==> config.mk <==
export PLATFORM = sky130hd
export DESIGN_NAME = psd_div_cell
export DESIGN_NICKNAME = d
export VERILOG_FILES = /design/src/rtl/psd_pkg.sv /design/src/rtl/psd_div_cell.sv
export SDC_FILE = /design/constraint.sdc
export NUM_CORES = 1
export LEC_CHECK = 0
export CORE_MARGIN = 4
export CORE_UTILIZATION = 41
export CTS_CLUSTER_SIZE = 16
export DETAILED_ROUTE_END_ITERATION = 7
export DONT_BUFFER_PORTS = 1
export PLACE_DENSITY = 0.61
export SLEW_MARGIN = 20
export SYNTH_ARGS = -nofsm -noshare
export SYNTH_HDL_FRONTEND = slang
export SYNTH_SLANG_ARGS = --single-unit
==> constraint.sdc <==
create_clock -name i_clk -period 4.04 [get_ports i_clk]
set_input_delay 1.212 -clock i_clk [delete_from_list [all_inputs] [get_ports i_clk]]
set_output_delay 1.212 -clock i_clk [all_outputs]
set_load 0.02 [all_outputs]
==> src/rtl/psd_pkg.sv <==
package psd_pkg;

    localparam logic [1:0] CASE_DEGEN    = 2'd0;
    localparam logic [1:0] CASE_END_A    = 2'd1;
    localparam logic [1:0] CASE_END_B    = 2'd2;
    localparam logic [1:0] CASE_INTERIOR = 2'd3;

    // Control that travels beside each item through the pipeline.
    typedef struct packed {
        logic       valid;
        logic [1:0] code;
    } t_tag;

endpackage

==> src/rtl/psd_div_cell.sv <==
module psd_div_cell #(
    parameter int LW = 34,
    parameter int Q  = 50
) (
    input  logic          i_clk,
    input  logic          i_rst_n,
    input  logic          i_en,
    input  psd_pkg::t_tag i_tag,
    input  logic [LW-1:0] i_rem,
    input  logic [Q-1:0]  i_bits,
    input  logic [LW-1:0] i_den,
    output psd_pkg::t_tag o_tag,
    output logic [LW-1:0] o_rem,
    output logic [Q-1:0]  o_bits,
    output logic [LW-1:0] o_den
);
    import psd_pkg::*;

    logic [LW:0] n_trial;
    logic        n_ge;
    logic [LW:0] n_diff;

    // One restoring step: numerator bits leave at the top, quotient bits enter below.
    always_comb begin
        n_trial = {i_rem, i_bits[Q-1]};
        n_ge    = n_trial >= {1'b0, i_den};
        n_diff  = n_ge ? (n_trial - {1'b0, i_den}) : n_trial;
    end

    always_ff @(posedge i_clk) begin
        if (!i_rst_n) begin
            o_tag.valid <= 1'b0;
        end else if (i_en) begin
            o_tag.valid <= i_tag.valid;
            o_tag.code  <= i_tag.code;
        end
    end

    always_ff @(posedge i_clk) begin
        if (i_en) begin
            o_rem      <= n_diff[LW-1:0];
            o_bits     <= {i_bits[Q-2:0], n_ge};
            o_den      <= i_den;
        end
    end

endmodule

* Word-level counts from Yosys, hierarchy flattened
Index checks and enable logic that the tools add are counted.
** Word-level totals
- Register bits after elaboration :: 121
- Bits in latches :: 0
- RAM bits :: 0
- Memory bits (read-only) :: 0
- Output and inout bits :: 121
- Logic and storage cells :: 9
- Memories kept :: 0
** Operators by class
- Add/sub/neg operators :: 1
- Multipliers :: 0
- Divide/modulo/power cells :: 0
- $lt $le $gt $ge :: 1
- Eq/ne operators :: 0
- Shifts and indexed selects :: 0
- Multiplexer cells :: 1
- Bitwise logic cells :: 0
- Reduce and logical (&&, ||, !) cells :: 1
** Operators with widths (count)
- 35-bit by 34-bit greater-or-equal comparator with 1-bit output :: 1
- 34-bit 2-to-1 mux :: 1
- 34-bit subtractor :: 1
- 2-bit AND reduction :: 1

* Depth between registers and ports, before layout
- Depth after elaboration :: 2
- Depth in mapped cells :: 13
- Mapped depth without buffers :: 12

* Worst setup path after synthesis
Ideal clock, no wire load.
- Path kind :: in2reg
- From :: in i_bits[49]
- To :: reg o_rem[32], data pin
- Data arrival time :: 3380 ps
- Required time :: 3779 ps
- Slack :: 399 ps
- Stages on the path :: 12
- Cells stage by stage :: inv_1 ha_1 inv_1 fa_1 a21o_1 a221oi_2 o21ai_1 a21oi_1 o21ai_0 a211oi_1 nor4b_2 a311o_1
** On the way
- Word-level cells in the longest chain between the ends :: 2
- Elaborated cells between the ends (all ways) :: 3
- Those cells by class :: 1 x add/sub; 1 x order compare; 1 x mux
** RTL lines
- from (decl) :: line psd_div_cell.sv:10 : input logic [Q-1:0] i_bits,
- 34-bit subtractor / 35-bit by 34-bit greater-or-equal comparator with 1-bit output (equally long branches) :: line psd_div_cell.sv:27, psd_div_cell.sv:26
- 34-bit 2-to-1 mux * :: line psd_div_cell.sv:27 : n_diff = n_ge ? (n_trial - {1'b0, i_den}) : n_trial;
- via n_diff[32] :: line psd_div_cell.sv:21 : logic [LW:0] n_diff;
- to (signal assigned) :: line psd_div_cell.sv:41 : o_rem <= n_diff[LW-1:0];
- to (decl) :: line psd_div_cell.sv:13 : output logic [LW-1:0] o_rem,
Mark *: on every way through the listed nets, which the timed path passes. The rest lies on a longest branch.
A chain may end at the register's enable or synchronous reset.

* Final worst setup path
Same ends and word-level chain as after synthesis.

==> impl_metrics.csv <==
group,metric,value,unit
sta,worst_pin_slew,0.493,ns
placement,numPortBuffers,0,
synth,synth.net_count,661,
critical_path,crit_slowest_cell,"fa_1",
power_and_ir_drop,clkPwrFrac,42.3,%
sta,hold_ws,0.642,ns
cells_and_area,syn_to_final_growth,13.8,%
critical_path,path_cells,"inv_1 -> ha_1 -> inv_1 -> fa_1 -> a21o_1 -> a221oi_2 -> o21ai_1 -> a21oi_1 -> o21ai_0 -> a211oi_1 -> nor4b_2 -> a311o_1",
sta,setup_tns,0,ns
synth,synth_area_per_cell,12.0,sq um
clock_network,cts_sinks,121,
floorplanning,design.portCount,245,
clock_network,ctsHoldBuffers,0,
critical_path,crit_required,4.21,ns
placement,dp_hpwl,11600,um
critical_path,worst_ep_arrival_time,3.63,ns
status,outcome,"finished clean",
grt,first_global_vias,3913,
flow_run,drv_cap,0,
synth,synth_enable_flop_cells,120,
floorplanning,fp.dieH,129,um
critical_path,setup.worst_path.end_class,"register",
placement,place_ws,0.0833,ns
synth,syn_area,6030,sq um
power_and_ir_drop,intPower,2.72,mW
synth,post-synth-top-count-cell,"edfxtp_1",
clock_network,clk_pin_slew,0.06,ns
sta,fin_crit,3.46,ns
critical_path,crit_buf_inv,2,
sta,maxSlewHeadroom,66.8,%
placement,place_congestion,0.838,
floorplanning,row_count,44,
grt,grt_pass1_wl,22400,um
sta,grt_setup_unrepaired,"false",
cells_and_area,multiInputGateArea,2160,sq um
sta,fin_crit_sh,85.7,%
cells_and_area,seq_area,3620,sq um
grt,grt_usage,17.8,%
synth,ys_top_cells_by_area,"edfxtp_1 (60%), ha_1 (7.1%), o21ai_0 (4.0%)",
synth,synth.distinct_cells,55,
cells_and_area,nNetsFinal,671,
sta,hold_violations,0,
clock_network,cts_tree,"built",
critical_path,crit_family,"compound AO/OA/AOI/OAI gates",
sta,finalMaxSlewViolations,0,
grt,grt_max_degree,121,
worst_hold_path,hold_path.class,"reg2reg",
floorplanning,die_w,129,um
sta,layout_setup_ws,0.579,ns
cells_and_area,drive_gt1_share,9.14,%
power_and_ir_drop,p_leak,2.66,nW
grt,overflow,0,
critical_path,crit_path_frequent_cell,"inv_1",
synth,yosysWarningCount,0,
power_and_ir_drop,vdd_ir_drop_max,290,uV
power_and_ir_drop,power_switching,1.04,mW
clock_network,cts_made_buffers,17,
sta,setup_viol,0,
floorplanning,fp.coreArea,14500,sq um
power_and_ir_drop,power_frac_comb,10.7,%
synth,synth_top_area_share,59.8,%
cells_and_area,fill_cells,1256,
sta,worst_clock_skew,0,ns
synth,synth_top_cell_by_area,"edfxtp_1",
critical_path,path_max_fanout,3,
floorplanning,start_util,41.6,%
route,wl_per_cell,21.2,um
synth,async_flop_share,0,%
critical_path,start_kind,"primary input",
power_and_ir_drop,seq_power_share,47.0,%
critical_path,max_stage_delay,0.39,ns
power_and_ir_drop,power_density,547,nW/um^2
clock_network,insertion_delay,0.42,ns
route,viasPerCell,5.41,
route,wl,15000,um
clock_network,ctsResizeCount,0,
route,final_antenna_net_count,0,
synth,ys_ff_latch,121,
clock_network,cts_setup_buffers,0,
synth,netlist_instances,502,
synth,synth_seq_area_share,60.1,%
sta,fmax,289,MHz
clock_network,ctsRootBufferMaster,"clkbuf_16",
cells_and_area,diodes,0,
clock_network,htreeDepth,4,
synth,synthTopCellsByCount,"edfxtp_1 (120), nand2_1 (56), o21ai_0 (48), inv_1 (42), ha_1 (34)",
route,vias,3839,
route,drc,0,
route,firstDrtPassIters,4,
critical_path,setup.worst_path.class,"in2reg",
synth,synth_ff_type,"edfxtp_1",
grt,antenna_found_initial,0,
clock_network,clock_path_buffers,2,
power_and_ir_drop,switching_share,27.6,%
floorplanning,dieArea,16700,sq um
route,first_iter_violations,185,
through the flow:
step / std cells / power, mW / instance area (sq um) / utilization (%)
after detailed placement: 677 / 2.20 / 6230 / 43.0
after global placement: 677 / 2.20 / 6230 / 43.0
after floorplan: 502 / 2.08 / 6030 / -
after global routing: 709 / 3.93 / 6860 / 47.4
after CTS: 709 / 3.80 / 6860 / 47.4
final: 709 / 3.75 / 6860 / 47.4
path summary, 6_finish.rpt:
check,from,end,slack (ns),cells past startpoint
hold reg to reg,o_tag[2],o_tag[2],0.64,2
setup / recovery,i_bits[49],o_rem[32],0.58,12
hold / removal,o_tag[2],o_tag[2],0.64,2
setup reg to reg,o_tag[2],o_tag[2],3.30,2
cells in the final DEF, fill, tap and decap left out, types with 2 or more instances in the layout:
cell / Yosys / routed
a211oi_1: 2 / 2
a21boi_0: 2 / 2
a21o_1: 16 / 16
a21oi_1: 32 / 32
a221o_1: 2 / 2
a31oi_1: 4 / 4
and2_1: 5 / 5
and3_1: 7 / 7
buf_4: 3 / 5
bufinv_16: 0 / 3
clkbuf_16: 0 / 17
clkinv_4: 0 / 4
edfxtp_1: 120 / 120
ha_1: 34 / 34
inv_1: 42 / 42
inv_6: 0 / 5
nand2_1: 56 / 56
nand2b_1: 5 / 5
nand3_1: 4 / 4
nand4_1: 8 / 8
nor2_1: 18 / 18
nor2b_1: 4 / 4
nor3_1: 4 / 4
nor4_1: 4 / 4
o211ai_1: 2 / 2
o21a_1: 4 / 4
o21ai_0: 48 / 48
o21ai_1: 2 / 2
o21bai_1: 7 / 7
o31ai_1: 2 / 2
xnor2_1: 12 / 12
xor2_1: 18 / 18
routing by layer:
layer	track usage [%]	part of all wire [%]
met5	0	0
met4	6.18	1.4
met3	9.48	12
met2	28.8	49
met1	20.3	38
cells by family (layout without fill, tap and decap cells):
kind of cell | after synthesis | after routing | synth area share (%)
AOI/OAI and AO/OA | 137 | 137 | 14.4
and+or+nand+nor | 119 | 119 | 9.32
muxes | 2 | 2 | 0.353
adders and majority gates | 35 | 35 | 7.39
buffers and inverters | 58 | 81 | 4.03
xor gates and xnor gates | 30 | 30 | 4.36
DFF | 121 | 121 | 60.1
layout make-up:
class	instances	share of cell area [%]
clock inverter	14	2.70
sequential	121	52.8
inverter	43	2.35
clock buffer	18	6.41
multi-input combinational	323	31.5
timing repair buffer	6	0.839
tap	184	3.36
worst min-delay path: stages (launching register included):
cell	delay [ns]
dfxtp_1	0.38
mux2i_1	0.16
nor2b_1	0.06
state kept, by name, summed over array words and instances (netlist names):
name	count
o_bits	50
o_den	34
o_rem	34
o_tag	3
power by group through the flow:
stage / combinational, mW / sequential (mW) / clock [mW]
floorplan: 0.313 / 1.76 / 0
global placement: 0.404 / 1.79 / 0
detailed placement: 0.404 / 1.79 / 0
CTS: 0.407 / 1.77 / 1.63
global route: 0.459 / 1.78 / 1.69
finish: 0.402 / 1.76 / 1.59
Power figures use the tool's default switching activity.
