### src/rtl/psd_pkg.sv
package psd_pkg;

    localparam logic [1:0] CASE_DEGEN    = 2'd0;
    localparam logic [1:0] CASE_END_A    = 2'd1;
    localparam logic [1:0] CASE_END_B    = 2'd2;
    localparam logic [1:0] CASE_INTERIOR = 2'd3;

    // Control that travels beside each item through the pipeline.
    typedef struct packed {
        logic       valid;
        logic [1:0] code;
    } t_tag;

endpackage

### src/rtl/psd_sqrt_cell.sv
module psd_sqrt_cell #(
    parameter int DW = 25
) (
    input  logic            i_clk,
    input  logic            i_rst_n,
    input  logic            i_en,
    input  psd_pkg::t_tag   i_tag,
    input  logic [DW+1:0]   i_rem,
    input  logic [DW-1:0]   i_root,
    input  logic [2*DW-1:0] i_rad,
    output psd_pkg::t_tag   o_tag,
    output logic [DW+1:0]   o_rem,
    output logic [DW-1:0]   o_root,
    output logic [2*DW-1:0] o_rad
);
    import psd_pkg::*;

    logic [DW+3:0] n_cur;
    logic [DW+3:0] n_trial;
    logic          n_ge;
    logic [DW+3:0] n_diff;

    // One root bit per cell: bring down two radicand bits, try root*4+1.
    always_comb begin
        n_cur   = {i_rem, i_rad[2*DW-1:2*DW-2]};
        n_trial = (DW + 4)'({i_root, 2'b01});
        n_ge    = n_cur >= n_trial;
        n_diff  = n_ge ? (n_cur - n_trial) : n_cur;
    end

    always_ff @(posedge i_clk) begin
        if (!i_rst_n) begin
            o_tag.valid <= 1'b0;
        end else if (i_en) begin
            o_tag.valid <= i_tag.valid;
            o_tag.code  <= i_tag.code;
        end
    end

    always_ff @(posedge i_clk) begin
        if (i_en) begin
            o_rem      <= n_diff[DW+1:0];
            o_root     <= {i_root[DW-2:0], n_ge};
            o_rad      <= i_rad << 2;
        end
    end

endmodule

### config.mk
export PLATFORM = sky130hd
export DESIGN_NAME = psd_sqrt_cell
export DESIGN_NICKNAME = d
export VERILOG_FILES = /design/src/rtl/psd_pkg.sv /design/src/rtl/psd_sqrt_cell.sv
export SDC_FILE = /design/constraint.sdc
export NUM_CORES = 1
export LEC_CHECK = 0
export BUFFER_PORTS_ARGS = -buffer_cell sky130_fd_sc_hd__clkbuf_2
export CELL_PAD_IN_SITES_DETAIL_PLACEMENT = 1
export CELL_PAD_IN_SITES_GLOBAL_PLACEMENT = 1
export CORE_MARGIN = 10
export CORE_UTILIZATION = 35
export DETAILED_ROUTE_END_ITERATION = 16
export MAX_ROUTING_LAYER = met4
export PLACE_DENSITY_LB_ADDON = 0.25
export SLEW_MARGIN = 10
export SYNTH_ARGS = -nofsm -noshare
export SYNTH_HDL_FRONTEND = slang
export SYNTH_SLANG_ARGS = --single-unit
### constraint.sdc
create_clock -name i_clk -period 7.9 [get_ports i_clk]
set_input_delay 0.79 -clock i_clk [delete_from_list [all_inputs] [get_ports i_clk]]
set_output_delay 0.79 -clock i_clk [all_outputs]
set_load 0.02 [all_outputs]
== Word level (Yosys, flattened, before mapping) ==
Cells that the tools add are included.
Storage, ports and cells
  bits in writable memories: 0
  ROM bits: 0
  latch bits: 0
  bits in registers: 103
  memories: 0
Operators by class
  multiplexer cells: 1
  equal/unequal tests: 0
  magnitude comparators: 1
  add/sub/neg operators: 1
  divide/modulo/power cells: 0
  shifts and indexed selects: 0
  reductions and logical operators: 1
  bitwise logic cells: 0
  $mul: 0
Operator list (number)
  >= comparator 29 x 27 -> 1 bit: 1
  2-to-1 mux 27 bit: 1
  subtractor 27 bit: 1
  AND reduction 2 bit: 1

== Logic depth before layout (Yosys ltp) ==
  word-level depth: 2
  mapped depth: 13
  depth with buffers taken out: 10

== Worst setup path after synthesis ==
OpenSTA, ideal clock, no wires.
  path kind: input-to-reg
  start point: input i_root[14]
  end point: register o_rem[10] (data pin)
  data required time: 7640 ps
  cell stages on the path: 12
  path buffers: 2
  setup slack: 4383 ps
  arrival time: 3256 ps
  cell sequence: inv_1 ha_1 and3_4 and2_4 a221oi_2 o31ai_1 a41oi_2 o221ai_2 a2111o_1 buf_6 buf_12 mux2_4
Between the ends
  cells in the longest elaborated chain, start to end: 2
Ends and longest elaborated chain
  start: declaration: line psd_sqrt_cell.sv:9  | input logic [DW-1:0] i_root,
  >= comparator 29 x 27 -> 1 bit: line psd_sqrt_cell.sv:27  | n_ge = n_cur >= n_trial;
  2-to-1 mux 27 bit: line psd_sqrt_cell.sv:28  | n_diff = n_ge ? (n_cur - n_trial) : n_cur;
  via n_diff[10]: line psd_sqrt_cell.sv:21  | logic [DW+3:0] n_diff;
  end signal: assignment: line psd_sqrt_cell.sv:42  | o_rem <= n_diff[DW+1:0];
  end: declaration: line psd_sqrt_cell.sv:12  | output logic [DW+1:0] o_rem,
The timed path passes the listed nets, and every way through them passes these cells.
A chain may end at the register's enable or synchronous reset.

== Final worst setup path ==
  start point: input i_root[0]
  end point: register o_rem[26] (data pin)
Between the ends
  cells in the longest elaborated chain, start to end: 2
  elaborated cells between the ends (all ways): 3
  classes of those cells: add/sub (1); order compare (1); mux (1)
Ends and longest elaborated chain (line)
  subtractor 27 bit / >= comparator 29 x 27 -> 1 bit (equally long branches): psd_sqrt_cell.sv:28, psd_sqrt_cell.sv:27
  2-to-1 mux 27 bit (*): psd_sqrt_cell.sv:28
  via n_diff[26]: psd_sqrt_cell.sv:21
The timed path passes the listed nets; every way through them passes the cells marked *.

==> summary.md <==
| Metric | Value |
|---|---|
| Layout Utilization | `0.4673` |
| Initial detailed-routing violation count | `206` |
| Nature of the critical path endpoint | `flop` |
| Top Family by Delay on Critical Path | `compound AO/OA/AOI/OAI gates` |
| Slowest CP cell | `a2111o_1` |
| Synth async-reset ratio | `0` |
| Post-route setup TNS | `0 ps` |
| Relative slew slack | `0.4286` |
| Worst-margin pin slew | `857.1 ps` |
| First-pass GRT wire length | `24,160 µm` |
| Worst Hold Launch | `o_tag[2]$_SDFFE_PN0P_` |
| Core area | `14,040 µm²` |
| Dpl cells | `751` |
| Layout cell share with drive strength beyond 1 | `0.4463` |
| Layout Cells excl Fill | `768` |
| Setup Fix Bufs, Post-CTS | `0` |
| Row count | `43` |
| Fin. max-slew vios | `0` |
| Cts hold-fix bufs | `0` |
| Critical path buffers and inverters | `3` |
| Post-synthesis simple-gate area fraction | `0.05888` |
| Die W | `140.5 µm` |
| Crit Path Class | `in2reg` |
| CTS clk-pin slew, worst paths | `80 ps` |
| Total gr overflow | `0` |
| WL/cell | `20.36 µm` |
| Seq cells post-synth | `103` |
| GRT Total Usage | `0.1608` |
| TritonCTS Buffers | `9` |
| Worst r2r dst | `o_tag[2]$_SDFFE_PN0P_` |
| Register area share after synthesis | `0.6070` |
| Multiplexer area fraction after synthesis | `0.06898` |
| Initial antenna violation count | `1` |
| Total length of routed wires | `15,630 µm` |
| Startpoint types | `primary input` |
| Final-stage net count | `717` |
| RSZ-0062 raised after global routing | `false` |
| Average vias per placed instance | `4.895` |
| TritonCTS Sinks | `103` |
| Crit-path max cell delay | `560 ps` |
| Outcome | `complete, no violations` |
| Post_cts resized | `0` |
| Synthesis-to-layout area growth | `29.22%` |
| Post-DRT Antenna Nets | `0` |
| Final setup fails | `0` |
| Vias in the first global route | `4,123` |
| Ys Warns | `0` |
| Largest family of logic cells by synthesized area | `compound AO/OA/AOI/OAI gates` |
| Hpwl dp | `12,780 µm` |
| Fin. Hold Viols | `0` |
| Synth unique cells | `55` |
| Max-cap violations | `0` |
| Post-Syn Instances | `371` |
| Synth Area in Adders | `0.06652` |
| Synthesized area per cell | `13.69 µm²` |
| Reg2reg path depth | `2` |
| Final WS setup | `3801 ps` |
| 1st-pass router iterations | `4` |
| Clock buffer depth | `2` |
| IO Pins | `213` |
| Reg2reg start | `o_tag[2]$_SDFFE_PN0P_` |
| Crit share post-route | `0.5188` |
| Critical path, cell by cell | `clkbuf_2 > inv_1 > ha_1 > o21ai_0 > a22oi_1 > a21oi_2 > o31ai_1 > a41oi_2 > o221ai_2 > a2111o_1 > buf_4 > mux2_2` |
| Worst vdd ir | `0.0001000 V` |
| Post-synth EDFFs | `102` |
| Worst-skew pair later-pin latency | `350 ps` |
| Synth Flop Type | `edfxtp_1` |
| Die H | `140.5 µm` |
| Skew final | `0 ps` |
| # port buffers | `210` |
| Hold Path End | `o_tag[2]$_SDFFE_PN0P_` |
| Worst hold-check path type | `reg2reg` |
| CTS tree | `yes` |
| Starting density of the core | `0.3617` |
| Largest net degree at the start of global routing | `69` |
| Critical path arrival | `4210 ps` |
| Flop2flop setup slack | `7240 ps` |
| Mapped Area | `5079 µm²` |
| Hold Crit Depth | `2` |
| Synth Area in XOR/XNOR | `0.04311` |
| Vias | `3,759` |
| Pwr/cell area | `224.1 nW/µm²` |
| Gp weighted congestion | `0.8430` |
| Crit path required time | `8010 ps` |
| Fill cells | `1,560` |
| Setup slack at placement | `3408 ps` |
| Final min period | `4099 ps` |
| # H-tree levels | `3` |
| Pleak | `3.018 nW` |
| CTS root buffer | `clkbuf_16` |
| Compound-cell area share of the yosys netlist | `0.1040` |
| F_max | `244.0 MHz` |
| Largest fanout on the critical path | `16` |
| DRC Markers | `0` |
| Die area | `19,730 µm²` |
## cell usage in the layout (no fill, tap or decap), types with 3 or more instances in the layout
cell type  netlist  routed
clkbuf_2         0     209
edfxtp_1       102     102
inv_1           42      42
ha_1            27      27
a21oi_1         23      23
xnor2_1         18      18
nand2_1         14      14
nor2_1          14      14
mux2_4          14      14
o21ai_0          9       9
nand4_1          9       9
clkbuf_16        0       9
mux2_2           8       8
xor2_1           7       7
a21o_1           6       6
o21bai_1         5       5
mux2i_1          5       5
o221ai_1         4       4
a21oi_2          3       3
nand3_1          3       3
a31oi_1          3       3
a211oi_1         3       3
o21a_1           3       3
buf_4            2       3
## kinds of logic (layout without fill, tap and decap cells)
logic type | count (synthesis) | count (layout)
other cells | 1 | 3
flops | 103 | 103
fa+ha+maj | 27 | 27
xor+xnor | 25 | 25
compound gates | 76 | 76
simple gates | 57 | 57
buf+inv | 55 | 270
mux | 27 | 27
## routing by layer
layer / track usage / share of wire
met5: - / 0
met4: 0.05163 / 0.012
met3: 0.04057 / 0.065
met2: 0.2564 / 0.47
met1: 0.1958 / 0.45
## worst register-to-register path: stages (launching register included)
cell and delay, ps:
dfxtp_1 350, mux2i_1 70, nor2b_1 170
## cell usage after synthesis, types with 2 or more instances
library cell	number	share of area
nand4_1	9	0.011
buf_4	2	0.0030
mux2_4	14	0.041
o31ai_1	2	0.0030
o21bai_1	5	0.0074
xnor2_1	18	0.031
nor3_1	2	0.0020
and2_1	2	0.0025
edfxtp_1	102	0.60
nand2_1	14	0.010
clkbuf_1	5	0.0037
ha_1	27	0.067
o21a_1	3	0.0044
and2_4	2	0.0034
buf_12	2	0.0079
inv_1	42	0.031
nor2_1	14	0.010
a21o_1	6	0.0089
nand3_1	3	0.0030
mux2_2	8	0.018
xor2_1	7	0.012
a21oi_2	3	0.0052
a211o_1	2	0.0034
mux2i_1	5	0.0099
a211oi_1	3	0.0044
a21oi_1	23	0.023
a31oi_1	3	0.0037
nor2b_1	2	0.0025
nand2b_1	2	0.0025
o21ai_0	9	0.0089
buf_2	3	0.0030
o221ai_1	4	0.0069
## power by group
part | total [mW] | leakage (nW) | internal [mW] | switching [mW]
clock | 0.438 | 0.133 | 0.220 | 0.217
combinational | 0.349 | 1.88 | 0.140 | 0.210
sequential | 0.684 | 1.01 | 0.668 | 0.0157
## worst max path at each step
| stage | from | endpoint | cells past startpoint |
|---|---|---|---|
| after floorplan | i_root[14] | o_rem[10]$_DFFE_PP_ | 12 |
| after global placement | i_root[0] | o_rem[9]$_DFFE_PP_ | 12 |
| after detailed placement | i_root[0] | o_rem[26]$_DFFE_PP_ | 12 |
| after CTS | i_root[0] | o_rem[9]$_DFFE_PP_ | 12 |
| after global routing | i_root[0] | o_rem[26]$_DFFE_PP_ | 12 |
| final | i_root[0] | o_rem[26]$_DFFE_PP_ | 12 |
## cell type report
type                       count  area (µm²)  area share
antenna                        1       2.502   0.0003813
clock buffer                  10       229.0     0.03489
clock inverter                 6       55.05    0.008389
inverter                      42       157.7     0.02402
multi-input combinational    214        1742      0.2654
sequential                   103        3083      0.4698
tap                          180       225.2     0.03432
timing repair buffer         212        1069      0.1628
## registers in the layout, indices dropped and copies added (netlist names)
register,count
o_rem,27
o_rad,48
o_tag,3
o_root,25
## stage by stage
step / hold slack (ps) / power (mW) / instance area [µm²]
6_report: 563.6 / 1.471 / 6563
3_5_place_dp: 572.5 / 1.050 / 6276
3_3_place_gp: 508.9 / 1.043 / 6276
4_1_cts: 577.5 / 1.494 / 6560
5_1_grt: 586.6 / 1.551 / 6563
2_1_floorplan: 589.3 / 0.9168 / 5082
(Power assumes the default switching activity.)
